**src/sv/stes_pkg.sv**
```systemverilog
package stes_pkg;

  localparam int MaxVerticesDef = 16;
  localparam int MaxEdgesDef    = 64;
  localparam int WeightBitsDef  = 16;

  localparam int VtxW   = 4;
  localparam int CostW  = 16;
  localparam int CountW = 5;
  localparam int MaskW  = 16;
  localparam int OutW   = 20;
  localparam int CfgIdxW = 1;

  localparam logic [OutW-1:0] OutMax = '1;

  typedef enum logic [CfgIdxW-1:0] {
    REG_VERTEX_COUNT  = 1'b0,
    REG_REQUIRED_MASK = 1'b1
  } cfg_reg_e;

  typedef struct packed {
    logic ld_we;
    logic sort_init;
    logic key_rd;
    logic key_ld;
    logic shift_rd;
    logic wr_key;
    logic wr_shift;
    logic srch_init;
    logic sub_init;
    logic edge_rd;
    logic sub_end;
    logic out_load;
  } cmd_t;

  typedef struct packed {
    logic i_done;
    logic j_zero;
    logic gt;
    logic k_done;
    logic last_sub;
  } sts_t;

endpackage

```
**src/sv/stes_ctrl.sv**
```systemverilog
module stes_ctrl import stes_pkg::*; (
  input  logic clk_i,
  input  logic rst_ni,
  input  logic in_valid_i,
  input  logic last_edge_i,
  input  logic out_stall_i,
  input  sts_t sts_i,
  output cmd_t cmd_o,
  output logic in_stall_o,
  output logic out_valid_o
);

  typedef enum logic [3:0] {
    S_IDLE, S_KEY_RD, S_KEY, S_SHIFT_RD, S_SHIFT, S_SUB_INIT, S_RUN, S_SUB_END, S_DONE
  } state_e;

  state_e state_q, state_d;
  logic   out_valid_q, out_valid_d;
  logic   accept;

  assign in_stall_o  = (state_q != S_IDLE) || (out_valid_q && last_edge_i);
  assign accept      = in_valid_i && !in_stall_o;
  assign out_valid_o = out_valid_q;

  always_comb begin
    state_d     = state_q;
    out_valid_d = out_valid_q && out_stall_i;
    cmd_o       = '0;
    case (state_q)
      S_IDLE: begin
        if (accept) begin
          cmd_o.ld_we = 1'b1;
          if (last_edge_i) begin
            cmd_o.sort_init = 1'b1;
            state_d = S_KEY_RD;
          end
        end
      end
      S_KEY_RD: begin
        if (sts_i.i_done) begin
          cmd_o.srch_init = 1'b1;
          state_d = S_SUB_INIT;
        end else begin
          cmd_o.key_rd = 1'b1;
          state_d = S_KEY;
        end
      end
      S_KEY: begin
        cmd_o.key_ld = 1'b1;
        state_d = S_SHIFT_RD;
      end
      S_SHIFT_RD: begin
        if (sts_i.j_zero) begin
          cmd_o.wr_key = 1'b1;
          state_d = S_KEY_RD;
        end else begin
          cmd_o.shift_rd = 1'b1;
          state_d = S_SHIFT;
        end
      end
      S_SHIFT: begin
        if (sts_i.gt) begin
          cmd_o.wr_shift = 1'b1;
          state_d = S_SHIFT_RD;
        end else begin
          cmd_o.wr_key = 1'b1;
          state_d = S_KEY_RD;
        end
      end
      S_SUB_INIT: begin
        cmd_o.sub_init = 1'b1;
        state_d = S_RUN;
      end
      S_RUN: begin
        if (sts_i.k_done) begin
          state_d = S_SUB_END;
        end else begin
          cmd_o.edge_rd = 1'b1;
        end
      end
      S_SUB_END: begin
        cmd_o.sub_end = 1'b1;
        state_d = sts_i.last_sub ? S_DONE : S_SUB_INIT;
      end
      S_DONE: begin
        cmd_o.out_load = 1'b1;
        out_valid_d = 1'b1;
        state_d = S_IDLE;
      end
      default: begin
        state_d = S_IDLE;
      end
    endcase
  end

  always_ff @(posedge clk_i or negedge rst_ni) begin
    if (!rst_ni) begin
      state_q     <= S_IDLE;
      out_valid_q <= 1'b0;
    end else begin
      state_q     <= state_d;
      out_valid_q <= out_valid_d;
    end
  end

endmodule

```
**src/sv/stes_dp.sv**
```systemverilog
module stes_dp import stes_pkg::*; #(
  parameter int MAX_VERTICES = MaxVerticesDef,
  parameter int MAX_EDGES    = MaxEdgesDef,
  parameter int WEIGHT_BITS  = WeightBitsDef
) (
  input  logic                clk_i,
  input  logic                rst_ni,
  input  cmd_t                cmd_i,
  output sts_t                sts_o,
  input  logic                cfg_we_i,
  input  logic [CfgIdxW-1:0]  cfg_index_i,
  input  logic [MaskW-1:0]    cfg_data_i,
  input  logic [VtxW-1:0]     edge_from_i,
  input  logic [VtxW-1:0]     edge_to_i,
  input  logic [CostW-1:0]    edge_cost_i,
  output logic [OutW-1:0]     min_weight_o,
  output logic                found_o
);

  localparam int MV = MAX_VERTICES;
  localparam int VW = $clog2(MV);
  localparam int NW = $clog2(MV + 1);
  localparam int CW = $clog2(MAX_EDGES + 1);
  localparam int AW = (MAX_EDGES > 1) ? $clog2(MAX_EDGES) : 1;
  localparam int TW = WEIGHT_BITS + VW;
  localparam int XW = (TW > OutW) ? TW : OutW;

  typedef struct packed {
    logic [VtxW-1:0]        from;
    logic [VtxW-1:0]        to;
    logic [WEIGHT_BITS-1:0] cost;
  } edge_t;

  logic [CountW-1:0] vcount_q;
  logic [MaskW-1:0]  req_mask_q;

  edge_t mem [MAX_EDGES];
  edge_t rdata_q, key_q, wdata;
  logic  we;
  logic [AW-1:0] waddr, raddr;

  logic [CW-1:0] cnt_q, i_q, j_q, k_q, j_m1;
  logic [MV-1:0] s_q, act_q, vmask, req, opt, s_next, act_new;
  logic [VW-1:0] label_q [MV];
  logic [NW-1:0] nodes_q, added_q, pop, n;
  logic [TW-1:0] total_q, best_q;
  logic          bfound_q, eval_v_q, feas;
  logic [OutW-1:0] min_weight_q;
  logic          found_q;

  logic          sa, sb, join_e;
  logic [VW-1:0] la, lb;

  always_comb begin
    if (int'(vcount_q) > MV) n = NW'(MV);
    else n = NW'(vcount_q);
    for (int v = 0; v < MV; v++) begin
      vmask[v] = (NW'(v) < n);
    end
  end

  for (genvar g = 0; g < MV; g++) begin : g_req
    if (g < MaskW) begin : g_in
      assign req[g] = vmask[g] & req_mask_q[g];
    end else begin : g_out
      assign req[g] = 1'b0;
    end
  end

  assign opt     = vmask & ~req;
  assign s_next  = (s_q - opt) & opt;
  assign act_new = req | s_q;

  always_comb begin
    pop = '0;
    for (int v = 0; v < MV; v++) begin
      pop = pop + NW'(act_new[v]);
    end
  end

  always_comb begin
    sa = 1'b0;
    sb = 1'b0;
    la = '0;
    lb = '0;
    for (int v = 0; v < MV; v++) begin
      if (int'(rdata_q.from) == v) begin
        sa = act_q[v];
        la = label_q[v];
      end
      if (int'(rdata_q.to) == v) begin
        sb = act_q[v];
        lb = label_q[v];
      end
    end
    join_e = eval_v_q && sa && sb && (la != lb);
  end

  assign j_m1 = CW'(j_q - 1'b1);

  always_comb begin
    we    = 1'b0;
    waddr = j_q[AW-1:0];
    wdata = key_q;
    if (cmd_i.ld_we) begin
      we    = (int'(cnt_q) < MAX_EDGES);
      waddr = cnt_q[AW-1:0];
      wdata = '{from: edge_from_i, to: edge_to_i, cost: WEIGHT_BITS'(edge_cost_i)};
    end else if (cmd_i.wr_key) begin
      we = 1'b1;
    end else if (cmd_i.wr_shift) begin
      we    = 1'b1;
      wdata = rdata_q;
    end
    if (cmd_i.key_rd) raddr = i_q[AW-1:0];
    else if (cmd_i.shift_rd) raddr = j_m1[AW-1:0];
    else raddr = k_q[AW-1:0];
  end

  always_ff @(posedge clk_i) begin
    if (we) begin
      mem[waddr] <= wdata;
    end
    rdata_q <= mem[raddr];
  end

  assign feas = (nodes_q != '0) && (NW'(added_q + 1'b1) == nodes_q);

  assign sts_o.i_done   = (i_q >= cnt_q);
  assign sts_o.j_zero   = (j_q == '0);
  assign sts_o.gt       = (rdata_q.cost > key_q.cost);
  assign sts_o.k_done   = (k_q >= cnt_q);
  assign sts_o.last_sub = (s_next == '0);

  always_ff @(posedge clk_i or negedge rst_ni) begin
    if (!rst_ni) begin
      vcount_q   <= CountW'(MaxVerticesDef);
      req_mask_q <= '0;
      cnt_q      <= '0;
      eval_v_q   <= 1'b0;
      bfound_q   <= 1'b0;
      found_q    <= 1'b0;
    end else begin
      if (cfg_we_i) begin
        case (cfg_reg_e'(cfg_index_i))
          REG_VERTEX_COUNT:  vcount_q <= cfg_data_i[CountW-1:0];
          REG_REQUIRED_MASK: req_mask_q <= cfg_data_i;
          default: ;
        endcase
      end
      eval_v_q <= cmd_i.edge_rd;
      if (cmd_i.ld_we && (int'(cnt_q) < MAX_EDGES)) begin
        cnt_q <= CW'(cnt_q + 1'b1);
      end else if (cmd_i.out_load) begin
        cnt_q <= '0;
      end
      if (cmd_i.srch_init) begin
        bfound_q <= 1'b0;
      end else if (cmd_i.sub_end && feas) begin
        bfound_q <= 1'b1;
      end
      if (cmd_i.out_load) begin
        found_q <= bfound_q;
      end
    end
  end

  always_ff @(posedge clk_i) begin
    if (cmd_i.sort_init) i_q <= CW'(1);
    else if (cmd_i.wr_key) i_q <= CW'(i_q + 1'b1);
    if (cmd_i.key_ld) begin
      key_q <= rdata_q;
      j_q   <= i_q;
    end else if (cmd_i.wr_shift) begin
      j_q <= j_m1;
    end
    if (cmd_i.srch_init) begin
      s_q    <= '0;
      best_q <= '0;
    end else if (cmd_i.sub_end) begin
      s_q <= s_next;
      if (feas && (!bfound_q || (total_q < best_q))) best_q <= total_q;
    end
    if (cmd_i.sub_init) begin
      act_q   <= act_new;
      nodes_q <= pop;
      added_q <= '0;
      total_q <= '0;
      k_q     <= '0;
      for (int v = 0; v < MV; v++) begin
        label_q[v] <= VW'(v);
      end
    end else begin
      if (cmd_i.edge_rd) k_q <= CW'(k_q + 1'b1);
      if (join_e) begin
        total_q <= TW'(total_q + TW'(rdata_q.cost));
        added_q <= NW'(added_q + 1'b1);
        for (int v = 0; v < MV; v++) begin
          if (label_q[v] == lb) label_q[v] <= la;
        end
      end
    end
    if (cmd_i.out_load) begin
      if (!bfound_q) min_weight_q <= '0;
      else if (XW'(best_q) > XW'(OutMax)) min_weight_q <= OutMax;
      else min_weight_q <= OutW'(best_q);
    end
  end

  assign min_weight_o = min_weight_q;
  assign found_o      = found_q;

endmodule

```
**src/sv/steiner_tree_exhaustive_search.sv**
```systemverilog
// Edges are taken one word per cycle into an edge memory (one write, one read port)
// while the block is idle. The word with last_edge set starts the search and stalls
// the input until the result is built: an insertion sort of the stored edges in that
// memory (one memory read per compare step), then one pass of Kruskal's method per
// subset of the optional vertices, with edges streamed from the memory one per cycle.
// The result word waits in an output register, and edges for the next graph may be
// loaded while it does, though a word with last_edge set is held until the waiting
// result has been taken.
module steiner_tree_exhaustive_search import stes_pkg::*; #(
  parameter int MAX_VERTICES = MaxVerticesDef,
  parameter int MAX_EDGES    = MaxEdgesDef,
  parameter int WEIGHT_BITS  = WeightBitsDef
) (
  input  logic               clk_i,
  input  logic               rst_ni,
  input  logic               cfg_we_i,
  input  logic [CfgIdxW-1:0] cfg_index_i,
  input  logic [MaskW-1:0]   cfg_data_i,
  input  logic               in_valid_i,
  output logic               in_stall_o,
  input  logic [VtxW-1:0]    edge_from_i,
  input  logic [VtxW-1:0]    edge_to_i,
  input  logic [CostW-1:0]   edge_cost_i,
  input  logic               last_edge_i,
  output logic               out_valid_o,
  input  logic               out_stall_i,
  output logic [OutW-1:0]    min_weight_o,
  output logic               found_o
);

  cmd_t cmd;
  sts_t sts;

  stes_ctrl u_ctrl (
    .clk_i       (clk_i),
    .rst_ni      (rst_ni),
    .in_valid_i  (in_valid_i),
    .last_edge_i (last_edge_i),
    .out_stall_i (out_stall_i),
    .sts_i       (sts),
    .cmd_o       (cmd),
    .in_stall_o  (in_stall_o),
    .out_valid_o (out_valid_o)
  );

  stes_dp #(
    .MAX_VERTICES (MAX_VERTICES),
    .MAX_EDGES    (MAX_EDGES),
    .WEIGHT_BITS  (WEIGHT_BITS)
  ) u_dp (
    .clk_i        (clk_i),
    .rst_ni       (rst_ni),
    .cmd_i        (cmd),
    .sts_o        (sts),
    .cfg_we_i     (cfg_we_i),
    .cfg_index_i  (cfg_index_i),
    .cfg_data_i   (cfg_data_i),
    .edge_from_i  (edge_from_i),
    .edge_to_i    (edge_to_i),
    .edge_cost_i  (edge_cost_i),
    .min_weight_o (min_weight_o),
    .found_o      (found_o)
  );

`ifndef ASSERT_OFF
  a_busy_after_last: assert property (@(posedge clk_i) disable iff (!rst_ni)
    in_valid_i && !in_stall_o && last_edge_i |=> in_stall_o)
    else $error("input not stalled after the last edge word");

  a_zero_when_missing: assert property (@(posedge clk_i) disable iff (!rst_ni)
    out_valid_o && !found_o |-> min_weight_o == '0)
    else $error("weight not zero on a result without a tree");

  a_result_from_search: assert property (@(posedge clk_i) disable iff (!rst_ni)
    $rose(out_valid_o) |-> $past(in_stall_o))
    else $error("result raised without a search in progress");
`endif

endmodule

```
**config.mk**
```make
export PLATFORM = sky130hd
export DESIGN_NAME = steiner_tree_exhaustive_search
export DESIGN_NICKNAME = d
export VERILOG_FILES = /design/src/sv/stes_pkg.sv /design/src/sv/stes_ctrl.sv /design/src/sv/stes_dp.sv /design/src/sv/steiner_tree_exhaustive_search.sv
export SDC_FILE = /design/constraint.sdc
export NUM_CORES = 2
export LEC_CHECK = 0
export BUFFER_PORTS_ARGS = -buffer_cell sky130_fd_sc_hd__buf_2
export CAP_MARGIN = 20
export CORE_MARGIN = 4
export CORE_UTILIZATION = 55
export CTS_BUF_LIST = sky130_fd_sc_hd__clkbuf_4
export DETAILED_ROUTE_END_ITERATION = 6
export PLACE_DENSITY = 0.7
export SLEW_MARGIN = 5
export SYNTH_ARGS = -nofsm -noshare
export SYNTH_HDL_FRONTEND = slang
export SYNTH_SLANG_ARGS = --single-unit
```
**constraint.sdc**
```tcl
create_clock -name clk_i -period 5.9 [get_ports clk_i]
set_input_delay 1.18 -clock clk_i [delete_from_list [all_inputs] [get_ports clk_i]]
set_output_delay 1.18 -clock clk_i [all_outputs]
set_load 0.05 [all_outputs]
```
== Word-level counts from Yosys, hierarchy flattened ==
Memories as Yosys holds them, arrays and structs flattened. A register that Yosys moved wholly into a read port is not among the register bits.
Index checks and enable logic that the tools add are counted.
Storage, ports and cells
  flip-flop bits (word level): 183
  latch bits: 0
  bits in writable memories: 1600
  memory bits (read-only): 0
  bits of input ports: 47
  output and inout port bits: 23
  word-level logic and storage cells: 386
  memories: 2
Memories
  u_dp.mem: depth 64, width 24, rd ports 1, clocked after memory_dff 1, wr ports 1, RTL line stes_dp.sv:37  | edge_t mem [MAX_EDGES];
  u_dp.label_q: depth 16, width 4, rd ports 16, clocked after memory_dff 0, wr ports 16, RTL line stes_dp.sv:44  | logic [VW-1:0] label_q [MV];
Operators by class
  add/sub/neg operators: 22
  $mul: 0
  div/mod/pow operators: 0
  magnitude comparators: 23
  equal/unequal tests: 59
  shift operators: 0
  mux-type cells: 194
  bitwise logic cells: 37
  reduce and logical (&&, ||, !) cells: 28
Operators with widths (count)
  $mux 4: 52
  $mux 1: 123
  $mux 24: 3
  $add 5x1->5: 14
  $eq 4x4->1 const B: 17
  $eq 4x4->1: 16
  $eq 4x3->1 const B: 12
  $lt 4x5->1 const A: 8
  $and 16x16->16: 2
  $pmux 4 s8: 1
  $mux 7: 4
  $eq 4x2->1 const B: 6
  $add 7x1->7 const B: 3
  $add 20x16->20: 1
  $gt 20x20->1 const B: 1
  $lt 20x20->1: 1
  $lt 3x5->1 const A: 4
  $mux 20: 1
  $mux 6: 3
  $and 1x1->1: 16
  $gt 16x16->1: 1
  $logic_not 16->1: 1
  $not 16->16: 1
  $or 1x1->1: 16
  30 further kinds: 56

== Longest topological paths before layout ==
  depth in word-level cells: 24
  mapped depth: 17
  gate-level depth less buffers: 15

== Cells and area by module ==
A second synthesis with hierarchy kept.
Unflattened totals
  cell total of the unflattened synthesis: 4409
  area, all modules: 75452.4 um^2
By module, submodules not included
  stes_dp: times used 1, cells each 4358, area an instance 75035.7 um^2, sequential area each 52967.0 um^2
  stes_ctrl: times used 1, cells each 51, area an instance 416.6 um^2, sequential area each 125.1 um^2

== Worst setup path before layout ==
Ideal clock, no wire load.
  path kind: flip-flop to flip-flop
  from: reg u_dp.key_q[12] (netlist bit)
  to: mem u_dp.mem[0][4] (netlist bit) (data pin)
  setup time: 0.549 ns
  arrival: 4.272 ns
  data required time: 5.351 ns
  path slack: 1.079 ns
  stages on the path, launching flop included: 13
  buffers on the path: 1
  clock period less this slack: 4.821 ns
  cells stage by stage: edfxtp_1 > inv_1 > ha_1 > and4_1 > nand4_1 > nor4_1 > a21boi_0 > a211oi_1 > o21ai_0 > nand3_1 > clkbuf_1 > mux2i_1 > a21oi_1
RTL lines
  start, declared: RTL line stes_dp.sv:38  | edge_t rdata_q, key_q, wdata;
  start signal, assigned: RTL line stes_dp.sv:172  | key_q <= rdata_q;
  end, declared: RTL line stes_dp.sv:37

==> summary.md <==
| Metric | Value |
|---|---|
| Status | `finished clean` |
| Via count | `approximately 57,000` |
| Delay-heaviest family, CP | `compound AO/OA/AOI/OAI gates` |
| Tot Pwr | `between 0.05 and 0.06 W` |
| Cell mode on critical path | `o21ai_0` |
| Core Footprint | `between 100,000 and 150,000 um2` |
| EDFF count, synth | `between 1,500 and 2,000` |
| CP endpoint | `u_dp.mem[25][9]$_DFFE_PP_` |
| CTS tree | `built` |
| Switching portion of total power | `about 43%` |
| Number of global-route vias before repair | `~55,000` |
| Post-Syn Area | `slightly below 80,000 um2` |
| Routability-driven placement congestion ratio | `between 0.9 and 1` |
| Slowest stage cell, crit path | `a21oi_4` |
| Final Hold Viols | `0` |
| Layout cells sized above 1 | `17.4%` |
| DR WL/cell | `27.0 um` |
| Critical-path cell list | `ha_1 -> nor2b_1 -> o21a_1 -> o21ai_0 -> a21boi_0 -> a211oi_1 -> o21ai_0 -> nand3_2 -> mux2i_1 -> a21oi_4 -> buf_4` |
| Setup violations, final | `0` |
| Most frequent cells in the layout | `edfxtp_1 (1,672), nand3_1 (965), nand2_1 (683)` |
| Hold Startpoint | `cfg_index_i` |
| WP depth | `11` |
| Cell Rows | `between 100 and 150` |
| Ys async rst share | `about 2.0%` |
| Fin crit period | `approximately 5600 ps` |
| TritonCTS Sinks | `approximately 1,800` |
| Largest net degree at the start of global routing | `131` |
| Crit path capture type | `flip-flop` |
| Fin nets | `just under 7,000` |
| Area growth syn-to-layout | `12.3%` |
| Final wirelength | `around 240,000 um` |
| Syn nets | `6,405` |
| Avg Cell Area, Syn | `~12 um2` |
| Maximum achievable frequency | `around 0.18 GHz` |
| Pwr/cell area | `just under 600 nW/um2` |
| Worst reg-to-reg path cell count | `11` |
| Post_cts resized | `0` |
| Postcts setup bufs | `0` |
| Pint | `approximately 0.029 W` |
| Worst setup SP type | `flip-flop` |
| HPWL after DPL | `139,000 um` |
| Pins over their slew limit | `0` |
| CP arrival | `approximately 6600 ps` |
| Rel. slew slack | `about 23%` |
| Fin Setup TNS | `0 ps` |
| Total global routing track utilization | `roughly a third` |
| Die Height | `roughly 380 um` |
| I/O pin count | `70` |
| CP required | `~6900 ps` |
| CTS root buffer | `clkbuf_4` |
| Die ar. | `around 150,000 um2` |
| Via density | `approximately 6.5` |
| Cells after synthesis | `about 6,300` |
| Top_reg_cell synth | `edfxtp_1` |
| Commonest non-fill, non-tap cell in the layout | `edfxtp_1` |
| Worst Max-Slew Pin Slew | `1160 ps` |
| FF-to-FF End | `u_dp.mem[25][9]$_DFFE_PP_` |
| Logic pwr share | `a little under half` |
| Sw Pwr | `roughly 0.022 W` |
| Buffers on Ports | `69` |
| Setup Crit Path Kind | `reg -> reg` |
| Worst hold margin | `roughly 270 ps` |
| Number of DRC markers in iteration 0 | `~8,400` |
| Clock power share | `about a fifth` |
| Flop-to-flop setup slack | `330 ps` |
| Setup WS post-layout | `326 ps` |
| H-tree Lvls | `5` |
| Worst min path class | `in -> reg` |
| DP Worst Slack | `~620 ps` |
| Final clock skew | `~140 ps` |
| Start point of the critical path | `u_dp.rdata_q[1]$_DFF_P_` |
| Antenna-violating nets left | `0` |
| Share of total power in sequential cells | `between 30% and 40%` |
| Fillers | `around 11,000` |
| CTS clock-pin slew for the worst setup and hold paths | `about 70 ps` |
| Bufs and invs on worst path | `1` |
| Cts hold-fix bufs | `18` |
| Worst skew pair latency | `1410 ps` |
| Initial antenna violation count | `16` |
| Max-cap violations | `0` |
| Period utilisation layout | `about 94%` |
| Yosys reg bits | `about 1,800` |
| Die Wd | `approximately 380 um` |
| First-pass GRT wire length | `approximately 350,000 um` |
| Leak | `30.1 nW` |
| Remaining Overflow, GRT | `0` |
| Initial Utilization | `between 50 and 60%` |
| Post-synthesis sequential area ratio | `between 60 and 70%` |
| CP max FO | `33` |
| Clock Path Buffers | `4` |
| DR pass1 iterations | `7` |
| RR Startpoint | `u_dp.rdata_q[1]$_DFF_P_` |
| Synth cell types | `between 80 and 90` |
| Largest stage delay on the critical path | `approximately 960 ps` |
| CTS buffer count | `between 400 and 500` |
| Ys Warns | `0` |
| VDD IR max | `0.417 mV` |
| Post-route DRC | `0` |
| Core Util, Final | `between 60 and 70%` |
| RSZ-0062 raised after global routing | `false` |
[worst min-delay path by stage]
stage	depth (start not counted)	endpoint
floorplan	0	u_dp.key_q[16]$_DFFE_PP_
global placement	2	u_dp.found_o$_DFFE_PN0P_
detailed placement	2	u_dp.s_q[13]$_SDFFE_PP0P_
CTS	3	u_dp.vcount_q[1]$_DFFE_PN0P_
global route	3	u_dp.vcount_q[0]$_DFFE_PN0P_
finish	3	u_dp.vcount_q[0]$_DFFE_PN0P_
[metrics by stage]
step / cell area [um2] / instances
floorplan: 77600 / 6254
global placement: 81400 / 7982
detailed placement: 81400 / 7983
CTS: 87100 / 8792
global route: 87200 / 8800
finish: 87200 / 8804
[sequential cells by signal (all words and copies together) (netlist names), 7 cells and up]
register           cells
u_dp.label_q          64
u_dp.j_q               7
u_dp.min_weight_o     20
u_dp.i_q               7
u_dp.req_mask_q       16
u_dp.act_q            16
u_dp.best_q           20
u_dp.mem            1536
u_dp.s_q              16
u_dp.cnt_q             7
u_dp.rdata_q          24
u_dp.k_q               7
u_dp.key_q            24
u_dp.total_q          20
[cell families after synthesis]
group	after synthesis	synth area share [%]
compound gates	1221	9.48
xor+xnor	103	1.16
fa+ha+maj	104	1.79
buf+inv	567	2.92
flops	1807	68.4
mux	124	1.87
simple gates	2328	14.4
[power by group through the flow]
stage | registers [W] | logic, W | clock network, W
after floorplan | 0.0173 | 0.0141 | 0
after global placement | 0.0176 | 0.0219 | 0
after detailed placement | 0.0176 | 0.0224 | 0
after CTS | 0.0173 | 0.0224 | 0.0104
after global routing | 0.0174 | 0.0245 | 0.0111
final | 0.0174 | 0.0229 | 0.0102
[worst register-to-register path: cells and delay by family, from the launching register on]
kind            cells  cell delay [ps]
mux                 1              370
simple gates        2              720
buf+inv             1              470
compound gates      6             2630
flops               1              730
fa+ha+maj           1              380
[synthesized netlist by cell type (41+ instances only)]
library cell | instances | area (um2)
edfxtp_1 | 1672 | 50200
nand3_1 | 966 | 4830
nand2_1 | 685 | 2570
o21ai_0 | 543 | 2720
clkbuf_1 | 345 | 1290
nor2_1 | 228 | 856
a21oi_1 | 201 | 1010
a31oi_1 | 176 | 1100
nand4_1 | 167 | 1040
inv_1 | 105 | 394
dfxtp_1 | 99 | 1980
ha_1 | 92 | 1150
buf_2 | 85 | 425
mux2i_1 | 79 | 791
xnor2_1 | 59 | 517
a32oi_1 | 48 | 420
xor2_1 | 44 | 385
and3_1 | 41 | 257
nor3_1 | 41 | 205
[per-layer routing]
layer / vias to the layer above / wire (um) / track usage, %
li1: 24600 / - / -
met1: 27900 / 87800 / 42.7
met2: 3944 / 109000 / 48.7
met3: 699 / 28500 / 6.93
met4: 4 / 12700 / 17.3
met5: - / 21 / 0
[cell type report]
cell class                      instances  area, um2  share of cell area, %
Timing Repair Buffer                  334       2910                   3.34
Multi-Input combinational cell       3880      22800                   26.2
Sequential cell                      1807      53100                   60.9
Tap cell                             1876       2350                   2.69
Clock buffer                          677       5080                   5.83
Antenna cell                           10       25.0                 0.0287
Clock inverter                        114        504                  0.578
Inverter                              106        398                  0.456
Note: power is estimated with default switching activity, not from simulation.
